### config.mk
export PLATFORM = sky130hd
export DESIGN_NAME = ultrasonic_ranging_controller
export DESIGN_NICKNAME = d
export VERILOG_FILES = /design/src/hw/rtl/urc_pkg.sv /design/src/hw/rtl/ultrasonic_ranging_controller.sv
export SDC_FILE = /design/constraint.sdc
export NUM_CORES = 1
export LEC_CHECK = 0
export ABC_CLOCK_PERIOD_IN_PS = 5450
export BUFFER_PORTS_ARGS = -buffer_cell sky130_fd_sc_hd__buf_2
export CAP_MARGIN = 20
export CORE_MARGIN = 2
export CORE_UTILIZATION = 55
export DETAILED_ROUTE_END_ITERATION = 6
export GPL_TIMING_DRIVEN = 0
export PLACE_DENSITY = 0.82
export SYNTH_ARGS = -nofsm -noshare
export SYNTH_HDL_FRONTEND = slang
export SYNTH_SLANG_ARGS = --single-unit
### constraint.sdc
create_clock -name clk -period 5.45 [get_ports clk]
set_input_delay 1.635 -clock clk [delete_from_list [all_inputs] [get_ports clk]]
set_output_delay 1.635 -clock clk [all_outputs]
set_load 0.03 [all_outputs]
### src/hw/rtl/urc_pkg.sv
`timescale 1ns / 1ps
// ----------------------------------------------------------------------------
// Ultrasonic ranging controller package
// Shared widths, register indexes, reset values, the result record and the
// seven-segment decoder.
// ----------------------------------------------------------------------------
package urc_pkg;

  // Field and register widths.
  localparam int TRIG_W      = 10;
  localparam int HOLD_W      = 20;
  localparam int TICK_W      = 20;
  localparam int DIST_W      = 14;
  localparam int SEG_W       = 7;
  localparam int NUM_SEG     = 4;
  localparam int BCD_W       = 4;
  localparam int CFG_IDX_W   = 1;
  localparam int CFG_DATA_W  = 20;

  // Defaults for the top-level parameters.
  localparam int COUNT_BITS_DEF = 16;
  localparam int NUM_DIGITS_DEF = 4;

  // Configuration register indexes.
  localparam logic [CFG_IDX_W-1:0] CFG_TRIGGER_TICKS = 1'd0;
  localparam logic [CFG_IDX_W-1:0] CFG_HOLDOFF_TICKS = 1'd1;

  // Register reset values.
  localparam logic [TRIG_W-1:0] TRIG_RESET = 10'd100;
  localparam logic [HOLD_W-1:0] HOLD_RESET = 20'd100000;

  // Distance = floor(count * 1000 / 5882), tracked as a running quotient
  // and remainder while the echo is counted.
  localparam int                REM_W     = 13;
  localparam logic [REM_W-1:0]  DIST_STEP = 13'd1000;
  localparam logic [REM_W-1:0]  DIST_DIV  = 13'd5882;
  localparam logic [DIST_W-1:0] DIST_CAP  = 14'd9999;

  localparam logic [BCD_W-1:0]  BCD_NINE  = 4'd9;

  typedef logic [NUM_SEG-1:0][BCD_W-1:0] bcd_t;
  typedef logic [NUM_SEG-1:0][SEG_W-1:0] seg_t;

  typedef struct packed {
    logic              trigger_out;
    logic              done_res;
    logic [DIST_W-1:0] distance_cm;
    seg_t              seg;
  } res_t;

  // Segment a is bit 0, segment g is bit 6.
  function automatic logic [SEG_W-1:0] seg_decode(input logic [BCD_W-1:0] digit);
    logic [SEG_W-1:0] pat;
    unique case (digit)
      4'd0:    pat = 7'h3F;
      4'd1:    pat = 7'h06;
      4'd2:    pat = 7'h5B;
      4'd3:    pat = 7'h4F;
      4'd4:    pat = 7'h66;
      4'd5:    pat = 7'h6D;
      4'd6:    pat = 7'h7D;
      4'd7:    pat = 7'h07;
      4'd8:    pat = 7'h7F;
      4'd9:    pat = 7'h6F;
      default: pat = '0;
    endcase
    return pat;
  endfunction

endpackage

### src/hw/rtl/ultrasonic_ranging_controller.sv
`timescale 1ns / 1ps
// ----------------------------------------------------------------------------
// Ultrasonic ranging controller
// Trigger/echo sequencer for a pulse-echo range sensor with distance output.
// ----------------------------------------------------------------------------
// Each transfer on the input channel is one 10 us tick carrying the sampled
// echo pin level. Each accepted tick produces exactly one result transfer:
// the trigger pin level for that tick, a done flag on the tick the echo falls,
// the last distance in centimeters and four seven-segment patterns of it.
// The configuration port sets the trigger length and the holdoff time; the
// user must write it only while the block is idle; the block does not check.
//
// An accepted tick's result is registered at its edge in the output or skid
// register. Throughput is one tick per cycle while in_stall is low. The
// distance is never divided at the end of a measurement: a quotient and a
// remainder of count * 1000 / 5882 advance with the echo counter, so the done
// tick only copies them, and a BCD copy of the quotient feeds the display.
//
// A two-entry output buffer (result register plus skid register) separates
// the channels. in_stall rises only once both entries hold results, so one
// more tick is taken while a result waits on a stalled receiver.
// Reset (rst_n low at a clock edge) empties the buffer, restores the register
// defaults, starts in the trigger phase and clears the stored distance.
// ----------------------------------------------------------------------------
module ultrasonic_ranging_controller #(
  parameter int COUNT_BITS = urc_pkg::COUNT_BITS_DEF,
  parameter int NUM_DIGITS = urc_pkg::NUM_DIGITS_DEF
) (
  input  logic                            clk,
  input  logic                            rst_n,

  input  logic                            cfg_we,
  input  logic [urc_pkg::CFG_IDX_W-1:0]   cfg_index,
  input  logic [urc_pkg::CFG_DATA_W-1:0]  cfg_data,

  input  logic                            in_valid,
  output logic                            in_stall,
  input  logic                            in_echo_level,

  output logic                            out_valid,
  input  logic                            out_stall,
  output logic                            out_trigger_out,
  output logic                            out_done_res,
  output logic [urc_pkg::DIST_W-1:0]      out_distance_cm,
  output logic [urc_pkg::SEG_W-1:0]       out_seg_units,
  output logic [urc_pkg::SEG_W-1:0]       out_seg_tens,
  output logic [urc_pkg::SEG_W-1:0]       out_seg_hundreds,
  output logic [urc_pkg::SEG_W-1:0]       out_seg_thousands
);

  localparam logic [1:0] PH_TRIGGER = 2'd0;
  localparam logic [1:0] PH_WAIT    = 2'd1;
  localparam logic [1:0] PH_COUNT   = 2'd2;
  localparam logic [1:0] PH_HOLD    = 2'd3;

  localparam logic [COUNT_BITS-1:0] COUNT_MAX = {COUNT_BITS{1'b1}};
  localparam logic [COUNT_BITS-1:0] COUNT_ONE = {{(COUNT_BITS-1){1'b0}}, 1'b1};

  // Configuration registers.
  logic [urc_pkg::TRIG_W-1:0]  trigger_ticks_r;
  logic [urc_pkg::HOLD_W-1:0]  holdoff_ticks_r;

  // Sequencer state.
  logic [1:0]                  phase_r,      phase_nxt;
  logic [urc_pkg::TICK_W-1:0]  tick_count_r, tick_count_nxt;
  logic [COUNT_BITS-1:0]       echo_count_r, echo_count_nxt;

  // Running quotient and remainder of echo_count * 1000 / 5882.
  logic [urc_pkg::DIST_W-1:0]  quot_r,       quot_nxt;
  logic [urc_pkg::REM_W-1:0]   rem_r,        rem_nxt;
  urc_pkg::bcd_t               quot_bcd_r,   quot_bcd_nxt;

  // Last finished measurement.
  logic [urc_pkg::DIST_W-1:0]  last_dist_r,  last_dist_nxt;
  urc_pkg::bcd_t               last_bcd_r,   last_bcd_nxt;

  // Output buffer.
  logic                        out_valid_r;
  urc_pkg::res_t               out_res_r;
  logic                        skid_valid_r;
  urc_pkg::res_t               skid_res_r;

  logic                        in_xfer;
  logic                        out_xfer;
  logic [urc_pkg::TICK_W-1:0]  tick_inc;
  logic [urc_pkg::REM_W-1:0]   rem_sum;
  urc_pkg::bcd_t               bcd_inc;
  logic                        bcd_carry;
  logic                        trig_now;
  logic                        done_now;
  urc_pkg::res_t               res_new;

  assign in_stall = skid_valid_r;
  assign in_xfer  = in_valid && !skid_valid_r;
  assign out_xfer = out_valid_r && !out_stall;

  assign tick_inc = tick_count_r + urc_pkg::TICK_W'(1);
  assign rem_sum  = rem_r + urc_pkg::DIST_STEP;

  // BCD increment of the running quotient.
  always_comb begin
    bcd_carry = 1'b1;
    bcd_inc   = quot_bcd_r;
    for (int k = 0; k < urc_pkg::NUM_SEG; k++) begin
      if (bcd_carry) begin
        if (quot_bcd_r[k] == urc_pkg::BCD_NINE) begin
          bcd_inc[k] = '0;
        end else begin
          bcd_inc[k] = quot_bcd_r[k] + urc_pkg::BCD_W'(1);
          bcd_carry  = 1'b0;
        end
      end
    end
  end

  // Phase sequencer.
  always_comb begin
    phase_nxt      = phase_r;
    tick_count_nxt = tick_count_r;
    echo_count_nxt = echo_count_r;
    quot_nxt       = quot_r;
    rem_nxt        = rem_r;
    quot_bcd_nxt   = quot_bcd_r;
    last_dist_nxt  = last_dist_r;
    last_bcd_nxt   = last_bcd_r;
    trig_now       = 1'b0;
    done_now       = 1'b0;

    unique case (phase_r)
      PH_TRIGGER: begin
        trig_now       = 1'b1;
        tick_count_nxt = tick_inc;
        // A trigger length of zero still gives a one-tick pulse.
        if (tick_inc >= urc_pkg::TICK_W'(trigger_ticks_r)) begin
          tick_count_nxt = '0;
          phase_nxt      = PH_WAIT;
        end
      end
      PH_WAIT: begin
        // The first high tick already counts as one.
        if (in_echo_level) begin
          echo_count_nxt = COUNT_ONE;
          quot_nxt       = '0;
          quot_bcd_nxt   = '0;
          rem_nxt        = urc_pkg::DIST_STEP;
          phase_nxt      = PH_COUNT;
        end
      end
      PH_COUNT: begin
        if (in_echo_level) begin
          if (echo_count_r != COUNT_MAX) begin
            echo_count_nxt = echo_count_r + COUNT_ONE;
            if (rem_sum >= urc_pkg::DIST_DIV) begin
              rem_nxt = rem_sum - urc_pkg::DIST_DIV;
              // The quotient freezes at the cap; the remainder no longer matters.
              if (quot_r != urc_pkg::DIST_CAP) begin
                quot_nxt     = quot_r + urc_pkg::DIST_W'(1);
                quot_bcd_nxt = bcd_inc;
              end
            end else begin
              rem_nxt = rem_sum;
            end
          end
        end else begin
          last_dist_nxt  = quot_r;
          last_bcd_nxt   = quot_bcd_r;
          done_now       = 1'b1;
          tick_count_nxt = '0;
          phase_nxt      = (holdoff_ticks_r == '0) ? PH_TRIGGER : PH_HOLD;
        end
      end
      PH_HOLD: begin
        tick_count_nxt = tick_inc;
        if (tick_inc >= holdoff_ticks_r) begin
          tick_count_nxt = '0;
          phase_nxt      = PH_TRIGGER;
        end
      end
      default: begin
        phase_nxt = PH_TRIGGER;
      end
    endcase
  end

  // Result record; digits beyond NUM_DIGITS read as blank.
  always_comb begin
    res_new.trigger_out = trig_now;
    res_new.done_res    = done_now;
    res_new.distance_cm = last_dist_nxt;
    for (int k = 0; k < urc_pkg::NUM_SEG; k++) begin
      if (k < NUM_DIGITS) begin
        res_new.seg[k] = urc_pkg::seg_decode(last_bcd_nxt[k]);
      end else begin
        res_new.seg[k] = '0;
      end
    end
  end

  // Configuration registers.
  always_ff @(posedge clk) begin
    if (!rst_n) begin
      trigger_ticks_r <= urc_pkg::TRIG_RESET;
      holdoff_ticks_r <= urc_pkg::HOLD_RESET;
    end else if (cfg_we) begin
      unique case (cfg_index)
        urc_pkg::CFG_TRIGGER_TICKS: trigger_ticks_r <= cfg_data[urc_pkg::TRIG_W-1:0];
        urc_pkg::CFG_HOLDOFF_TICKS: holdoff_ticks_r <= cfg_data[urc_pkg::HOLD_W-1:0];
        default: ;
      endcase
    end
  end

  // Sequencer state advances once per accepted tick.
  always_ff @(posedge clk) begin
    if (!rst_n) begin
      phase_r      <= PH_TRIGGER;
      tick_count_r <= '0;
      echo_count_r <= '0;
      quot_r       <= '0;
      rem_r        <= '0;
      quot_bcd_r   <= '0;
      last_dist_r  <= '0;
      last_bcd_r   <= '0;
    end else if (in_xfer) begin
      phase_r      <= phase_nxt;
      tick_count_r <= tick_count_nxt;
      echo_count_r <= echo_count_nxt;
      quot_r       <= quot_nxt;
      rem_r        <= rem_nxt;
      quot_bcd_r   <= quot_bcd_nxt;
      last_dist_r  <= last_dist_nxt;
      last_bcd_r   <= last_bcd_nxt;
    end
  end

  // Output buffer control.
  always_ff @(posedge clk) begin
    if (!rst_n) begin
      out_valid_r  <= 1'b0;
      skid_valid_r <= 1'b0;
    end else begin
      if (in_xfer) begin
        if (out_valid_r && !out_xfer) begin
          skid_valid_r <= 1'b1;
        end else begin
          out_valid_r <= 1'b1;
        end
      end else if (out_xfer) begin
        if (skid_valid_r) begin
          skid_valid_r <= 1'b0;
        end else begin
          out_valid_r <= 1'b0;
        end
      end
    end
  end

  // Output buffer payload.
  always_ff @(posedge clk) begin
    if (in_xfer) begin
      if (out_valid_r && !out_xfer) begin
        skid_res_r <= res_new;
      end else begin
        out_res_r <= res_new;
      end
    end else if (out_xfer && skid_valid_r) begin
      out_res_r <= skid_res_r;
    end
  end

  assign out_valid         = out_valid_r;
  assign out_trigger_out   = out_res_r.trigger_out;
  assign out_done_res      = out_res_r.done_res;
  assign out_distance_cm   = out_res_r.distance_cm;
  assign out_seg_units     = out_res_r.seg[0];
  assign out_seg_tens      = out_res_r.seg[1];
  assign out_seg_hundreds  = out_res_r.seg[2];
  assign out_seg_thousands = out_res_r.seg[3];

endmodule
======== Yosys cells after proc, flatten, opt, wreduce, memory -nomap -nowiden ========
Memory sizes are Yosys's and may differ from the RTL's.
Cells that the tools add are included.
word-level totals
  register bits after elaboration ......... 231
  bits in read-only memories .............. 448
  bits of input ports ..................... 27
  word-level logic and storage cells ...... 158
  memories ................................ 4
operators by class
  add/subtract/negate cells ............... 9
  magnitude comparators ................... 3
  equal/unequal tests ..................... 23
  mux-type cells .......................... 60
  bitwise logic cells ..................... 1
  reductions and logical operators ........ 26
memories
  name              words  width  read ports  clocked after Yosys merged registers in  write ports  line           source
  (name not given)  16     7      1           0                                        0            urc_pkg.sv:54  unique case (digit)
  (name not given)  16     7      1           0                                        0            urc_pkg.sv:54
  (name not given)  16     7      1           0                                        0            urc_pkg.sv:54
  (name not given)  16     7      1           0                                        0            urc_pkg.sv:54
operator list
  cell                                            number
  2-to-1 mux 16 bit                               10
  2-to-1 mux 44 bit                               3
  2-to-1 mux 14 bit                               7
  one-hot mux 16 bit (2 select lines)             2
  2-to-1 mux 20 bit                               3
  one-hot mux 20 bit (3 select lines)             1
  2-to-1 mux 13 bit                               4
  2-to-1 mux 4 bit                                7
  one-hot mux 14 bit (2 select lines)             1
  one-hot mux 13 bit (2 select lines)             1
  inequality test 2 bit, second input constant    12
  AND reduction 8 bit                             3
  adder 20 x 1 -> 20 bit, second input constant   1
  greater-or-equal comparator 20 x 10 -> 1 bit    1
  greater-or-equal comparator 20 bit              1
  logical NOT 20 bit                              1
  adder 16 x 1 -> 16 bit, second input constant   1
  adder 4 x 1 -> 4 bit, second input constant     4
  == test 4 bit, second input constant            4
  inequality test 16 bit, second input constant   1
  2-to-1 mux 1 bit                                15
  adder 14 x 1 -> 14 bit, second input constant   1
  inequality test 14 bit, second input constant   1
  adder 13 x 10 -> 13 bit, second input constant  1
  other kinds (17)                                36

======== Depth between registers and ports, before layout ========
  depth in word-level cells ............... 10
  mapped depth ............................ 16
  depth with buffers taken out ............ 14

======== Worst setup path before layout ========
OpenSTA, ideal clock, no wires.
  path kind ............................... input to register
  start point ............................. input port in_valid
  end point ............................... register out_res_r (netlist bit out_distance_cm[0]), enable pin
  setup time .............................. 0.460 ns
  arrival ................................. 4.662 ns
  slack ................................... 0.328 ns
  stages on the path ...................... 5
  path through ............................ nor2b_1 > clkbuf_1 > clkbuf_1 > a21oi_1 > a21oi_1
between the ends
  longest elaborated chain between the ends .. 3
RTL lines
  element                                                                       line                                  source
  start, declared                                                               ultrasonic_ranging_controller.sv:36   input logic in_valid,
  logical AND 1 bit *                                                           ultrasonic_ranging_controller.sv:94   assign in_xfer = in_valid && !skid_valid_r;
  inequality test 2 bit (no line) / nonzero test 2 bit (equally long branches)  n/a
  AND reduction 2 bit (no line) *                                               n/a
  end signal, assigned                                                          ultrasonic_ranging_controller.sv:264  out_res_r <= res_new;
  end signal, assigned                                                          ultrasonic_ranging_controller.sv:267  out_res_r <= skid_res_r;
  end, declared                                                                 ultrasonic_ranging_controller.sv:79   urc_pkg::res_t out_res_r;
Mark *: on every way between the ends. The rest lies on a longest branch, timed or not.
A chain may end at the register's enable or synchronous reset.

======== Final worst setup path ========
  start point ............................. register tick_count_r[5] (netlist bit)
  end point ............................... register tick_count_r[18] (netlist bit)
between the ends
  longest elaborated chain between the ends .. 4
RTL lines
  element                                                                                                    line                                                                        source
  start, declared                                                                                            ultrasonic_ranging_controller.sv:65                                         logic [urc_pkg::TICK_W-1:0] tick_count_r, tick_count_nxt;
  start signal, assigned                                                                                     ultrasonic_ranging_controller.sv:226                                        tick_count_r <= tick_count_nxt;
  adder 20 x 1 -> 20 bit *                                                                                   ultrasonic_ranging_controller.sv:97                                         assign tick_inc = tick_count_r + urc_pkg::TICK_W'(1);
  greater-or-equal comparator 20 bit / greater-or-equal comparator 20 x 10 -> 1 bit (equally long branches)  ultrasonic_ranging_controller.sv:174, ultrasonic_ranging_controller.sv:134
  2-to-1 mux 20 bit, on equally long branches                                                                ultrasonic_ranging_controller.sv:174, ultrasonic_ranging_controller.sv:134
  one-hot mux 20 bit (3 select lines) *                                                                      ultrasonic_ranging_controller.sv:129                                        unique case (phase_r)
Marked as above.

==> flow_summary.ini <==
[hold_path]
hold_path.class = reg -> reg

[critical_path]
r2r_slack_ps = 940
arrival_ps = 4900
start_kind = register
endpoint_kind = register
crit_type = reg -> reg
r2r_cells = 15
critical_path.max_fanout = 8
cp_data_required_time_ps = 5840
endpoint = tick_count_r[18]
startpoint = tick_count_r[5]
timing.rr.end = tick_count_r[18]
timing.rr.start = tick_count_r[5]

[pwr]
p_sw_share_pct = 25.6
ir_worst_vdd_uv = 239
comb_power_share_pct = 10.6
p_sw_mw = 1.03
p_leak_nw = 5.19
p_per_area_nw_per_um2 = 301
seqPwrFrac_pct = 47.3
clockPowerShare_pct = 42.0
p_int_mw = 3.00

[route]
wl_per_cell_um = 16.7
ant_nets = 0
via_per_inst = 5.86
drt_iter0_markers = 842
drt-pass1-iter-count = 5
wl_um = 27700
dr_total_vias = 9736
drc_errors = 0

[sta]
period_needed_ps = 4510
final.hold.worst_slack_ps = 457
hold_viol = 0
finalCritPeriodShare_pct = 82.8
max_slew_margin_pct = 33.3
fin_skew_ps = 31.6
worst_pin_slew_ps = 991
setup_viol_count_final = 0
slew_violations = 0
fmax_ghz = 0.222
rsz0062_at_grt = no

[flow_run]
cap_violations = 0

[synthesis]
ys.flop_type = dfxtp_1
syn_area_um2 = 11800
synth_edf_count = 88
ys_types = 71
synth_seq_area_share_pct = 46.6
syn-num-nets = 1357
synth_top_area_cell = dfxtp_1
avgSynthCellArea_um2 = 9.29
synth_area_leaders = dfxtp_1 (24%), edfxtp_1 (22%), ha_1 (6.6%)
synthArstFlopShare_pct = 0
synth-seq-cells = 230
synth_top_area_share_pct = 24.1
yosys_warnings = 0
synthCells = 1268

[placement]
gp_congestion = 0.894
hpwl_um = 19900
placed_cell_area_um2 = 12500
numPortBuffers = 71

[clocking]
clock-sinks = 230
cts_setup_buffers = 0
cts_root_buffer = clkbuf_16
clkLatencyLatePin_ps = 540
cts_resized = 0
cts_tree = done
hold_buffers = 0
htree_levels = 1
clk_pin_slew_ps = 60
cts_buffer_depth = 3
cts_buffers = 25

[cells_and_area]
utilization_pct = 63.6
ff_latch_area_um2 = 5490
multiInputGateArea_um2 = 5760
syn_to_final_growth_pct = 13.6
fillers = 1703
final_nets = 1457
insertedDiodeCount = 0
drive_above_1_share_pct = 11.0
fin_area_um2 = 13400

[global_route]
grt_pass1_wl_um = 45600
antenna_found_initial = 0
grt_pass1_vias = 9297
overflow = 0
grt_use_total_pct = 24.8
grt_max_degree = 24

[die]
die_w_um = 150
fp.dieArea_um2 = 22600
core_um2 = 21000
io-pin-count = 73
fp-row-count = 53
fp.dieH_um = 150
start_util_pct = 56.0

[run_status]
outcome = completed
## metrics by stage
stage               total power [mW]  std cells  TNS [ps]  worst slack [ps]
floorplan                       2.23       1268         0               328
global placement                2.34       1614    -45460             -1040
detailed placement              2.37       1616         0               540
CTS                             4.05       1662         0              1010
global route                    4.17       1662         0               670
finish                          4.03       1662         0               937
## cell type report
cell class	instances	area share, %
sequential	230	41.0
multi-input combinational	903	43.1
clock buffer	31	5.09
buffer	66	2.14
tap	275	2.57
timing repair buffer	73	3.07
clock inverter	15	1.11
inverter	69	1.94
## synthesized netlist by cell type, drive strengths merged, types with 12 or more instances
master    n
dfxtp   142
nor3     12
o21ai    67
a211oi   24
nand2   179
or3      15
nor4     13
edfxtp   88
buf      14
a31oi    12
nor2    106
nand4    20
clkbuf   52
o211ai   13
and3     13
ha       62
nand3    36
xor2     31
inv      69
mux2i    38
mux2     12
a21oi    95
xnor2    35
## worst min path at each step
stage,startpoint,endpoint,slack (ps),cells past startpoint
2_1_floorplan,trigger_ticks_r[1],trigger_ticks_r[1],440,2
3_3_place_gp,trigger_ticks_r[7],trigger_ticks_r[7],440,2
3_5_place_dp,trigger_ticks_r[9],trigger_ticks_r[9],450,2
4_1_cts,trigger_ticks_r[1],trigger_ticks_r[1],460,2
5_1_grt,trigger_ticks_r[4],trigger_ticks_r[4],480,2
6_report,trigger_ticks_r[1],trigger_ticks_r[1],460,2
## power by group through the flow
| stage | clock network (mW) | logic (mW) | registers [mW] |
|---|---|---|---|
| after detailed placement | 0 | 0.422 | 1.94 |
| after global routing | 1.78 | 0.475 | 1.92 |
| after global placement | 0 | 0.398 | 1.94 |
| final | 1.69 | 0.429 | 1.91 |
| after floorplan | 0 | 0.226 | 2.01 |
| after CTS | 1.72 | 0.427 | 1.91 |
## routing by layer
layer	up-vias	track usage [%]	routed length (µm)
li1	4718	-	-
met3	62	3.33	1630
met5	-	0	0
met1	4648	32.2	12000
met4	0	9.01	789
met2	308	42.1	13300
## flip-flops by register name, summed over array words and instances, names as in the netlist
name,cells
quot_r,14
out_distance_cm,14
out_seg_units,7
rem_r,12
skid_res_r,44
out_trigger_out,1
last_bcd_r,16
out_valid,1
echo_count_r,16
holdoff_ticks_r,20
last_dist_r,14
out_seg_thousands,7
phase_r,2
out_seg_hundreds,7
tick_count_r,20
in_stall,1
out_seg_tens,7
out_done_res,1
trigger_ticks_r,10
quot_bcd_r,16
## cells by family (layout without fill, tap and decap cells)
kind of cell	after synthesis	count (layout)	share of synthesized area, %
adder cells (fa/ha/maj)	62	62	6.58
XOR/XNOR	66	66	4.91
flip-flops	230	230	46.6
AO/OA/AOI/OAI	284	284	15.6
AND/OR/NAND/NOR	441	441	17.4
multiplexers	50	50	4.38
buffers and inverters	135	254	4.63
## worst max-delay path, stage by stage (launching register included)
cell      delay, ps
dfxtp_1         300
buf_2           190
nand2_1         180
nor4_1          850
nand3_1         230
xor2_1          300
inv_1            90
ha_1            320
nand4_1         110
nor2_1          110
o311ai_0        130
a31o_2          250
o211a_1         110
a311o_1         420
o211ai_1        590
o21ai_0         180
## cell usage in the layout, fill, tap and decap left out, types with 6 or more instances in the layout
| cell type | synthesis | layout |
|---|---|---|
| buf_2 | 3 | 74 |
| xnor2_1 | 35 | 35 |
| dfxtp_1 | 142 | 142 |
| clkbuf_16 | 0 | 26 |
| xor2_1 | 31 | 31 |
| mux2_2 | 12 | 12 |
| or3_1 | 12 | 12 |
| a21o_1 | 11 | 11 |
| nor2_1 | 106 | 106 |
| edfxtp_1 | 88 | 88 |
| a31oi_1 | 12 | 12 |
| or4_1 | 8 | 8 |
| and2_1 | 6 | 6 |
| and3_1 | 13 | 12 |
| and4_1 | 6 | 6 |
| a211oi_1 | 24 | 24 |
| buf_1 | 6 | 6 |
| nand2_1 | 179 | 179 |
| nand3_1 | 35 | 35 |
| inv_1 | 69 | 70 |
| ha_1 | 62 | 62 |
| nand4_1 | 20 | 20 |
| nor4_1 | 13 | 13 |
| nor2b_1 | 8 | 8 |
| nor3_1 | 12 | 12 |
| o31ai_1 | 8 | 8 |
| nand2b_1 | 10 | 10 |
| clkbuf_1 | 51 | 54 |
| o21ai_0 | 66 | 66 |
| a21oi_1 | 94 | 93 |
| mux2i_1 | 38 | 38 |
| o211ai_1 | 13 | 13 |
Power figures use the tool's default switching activity.
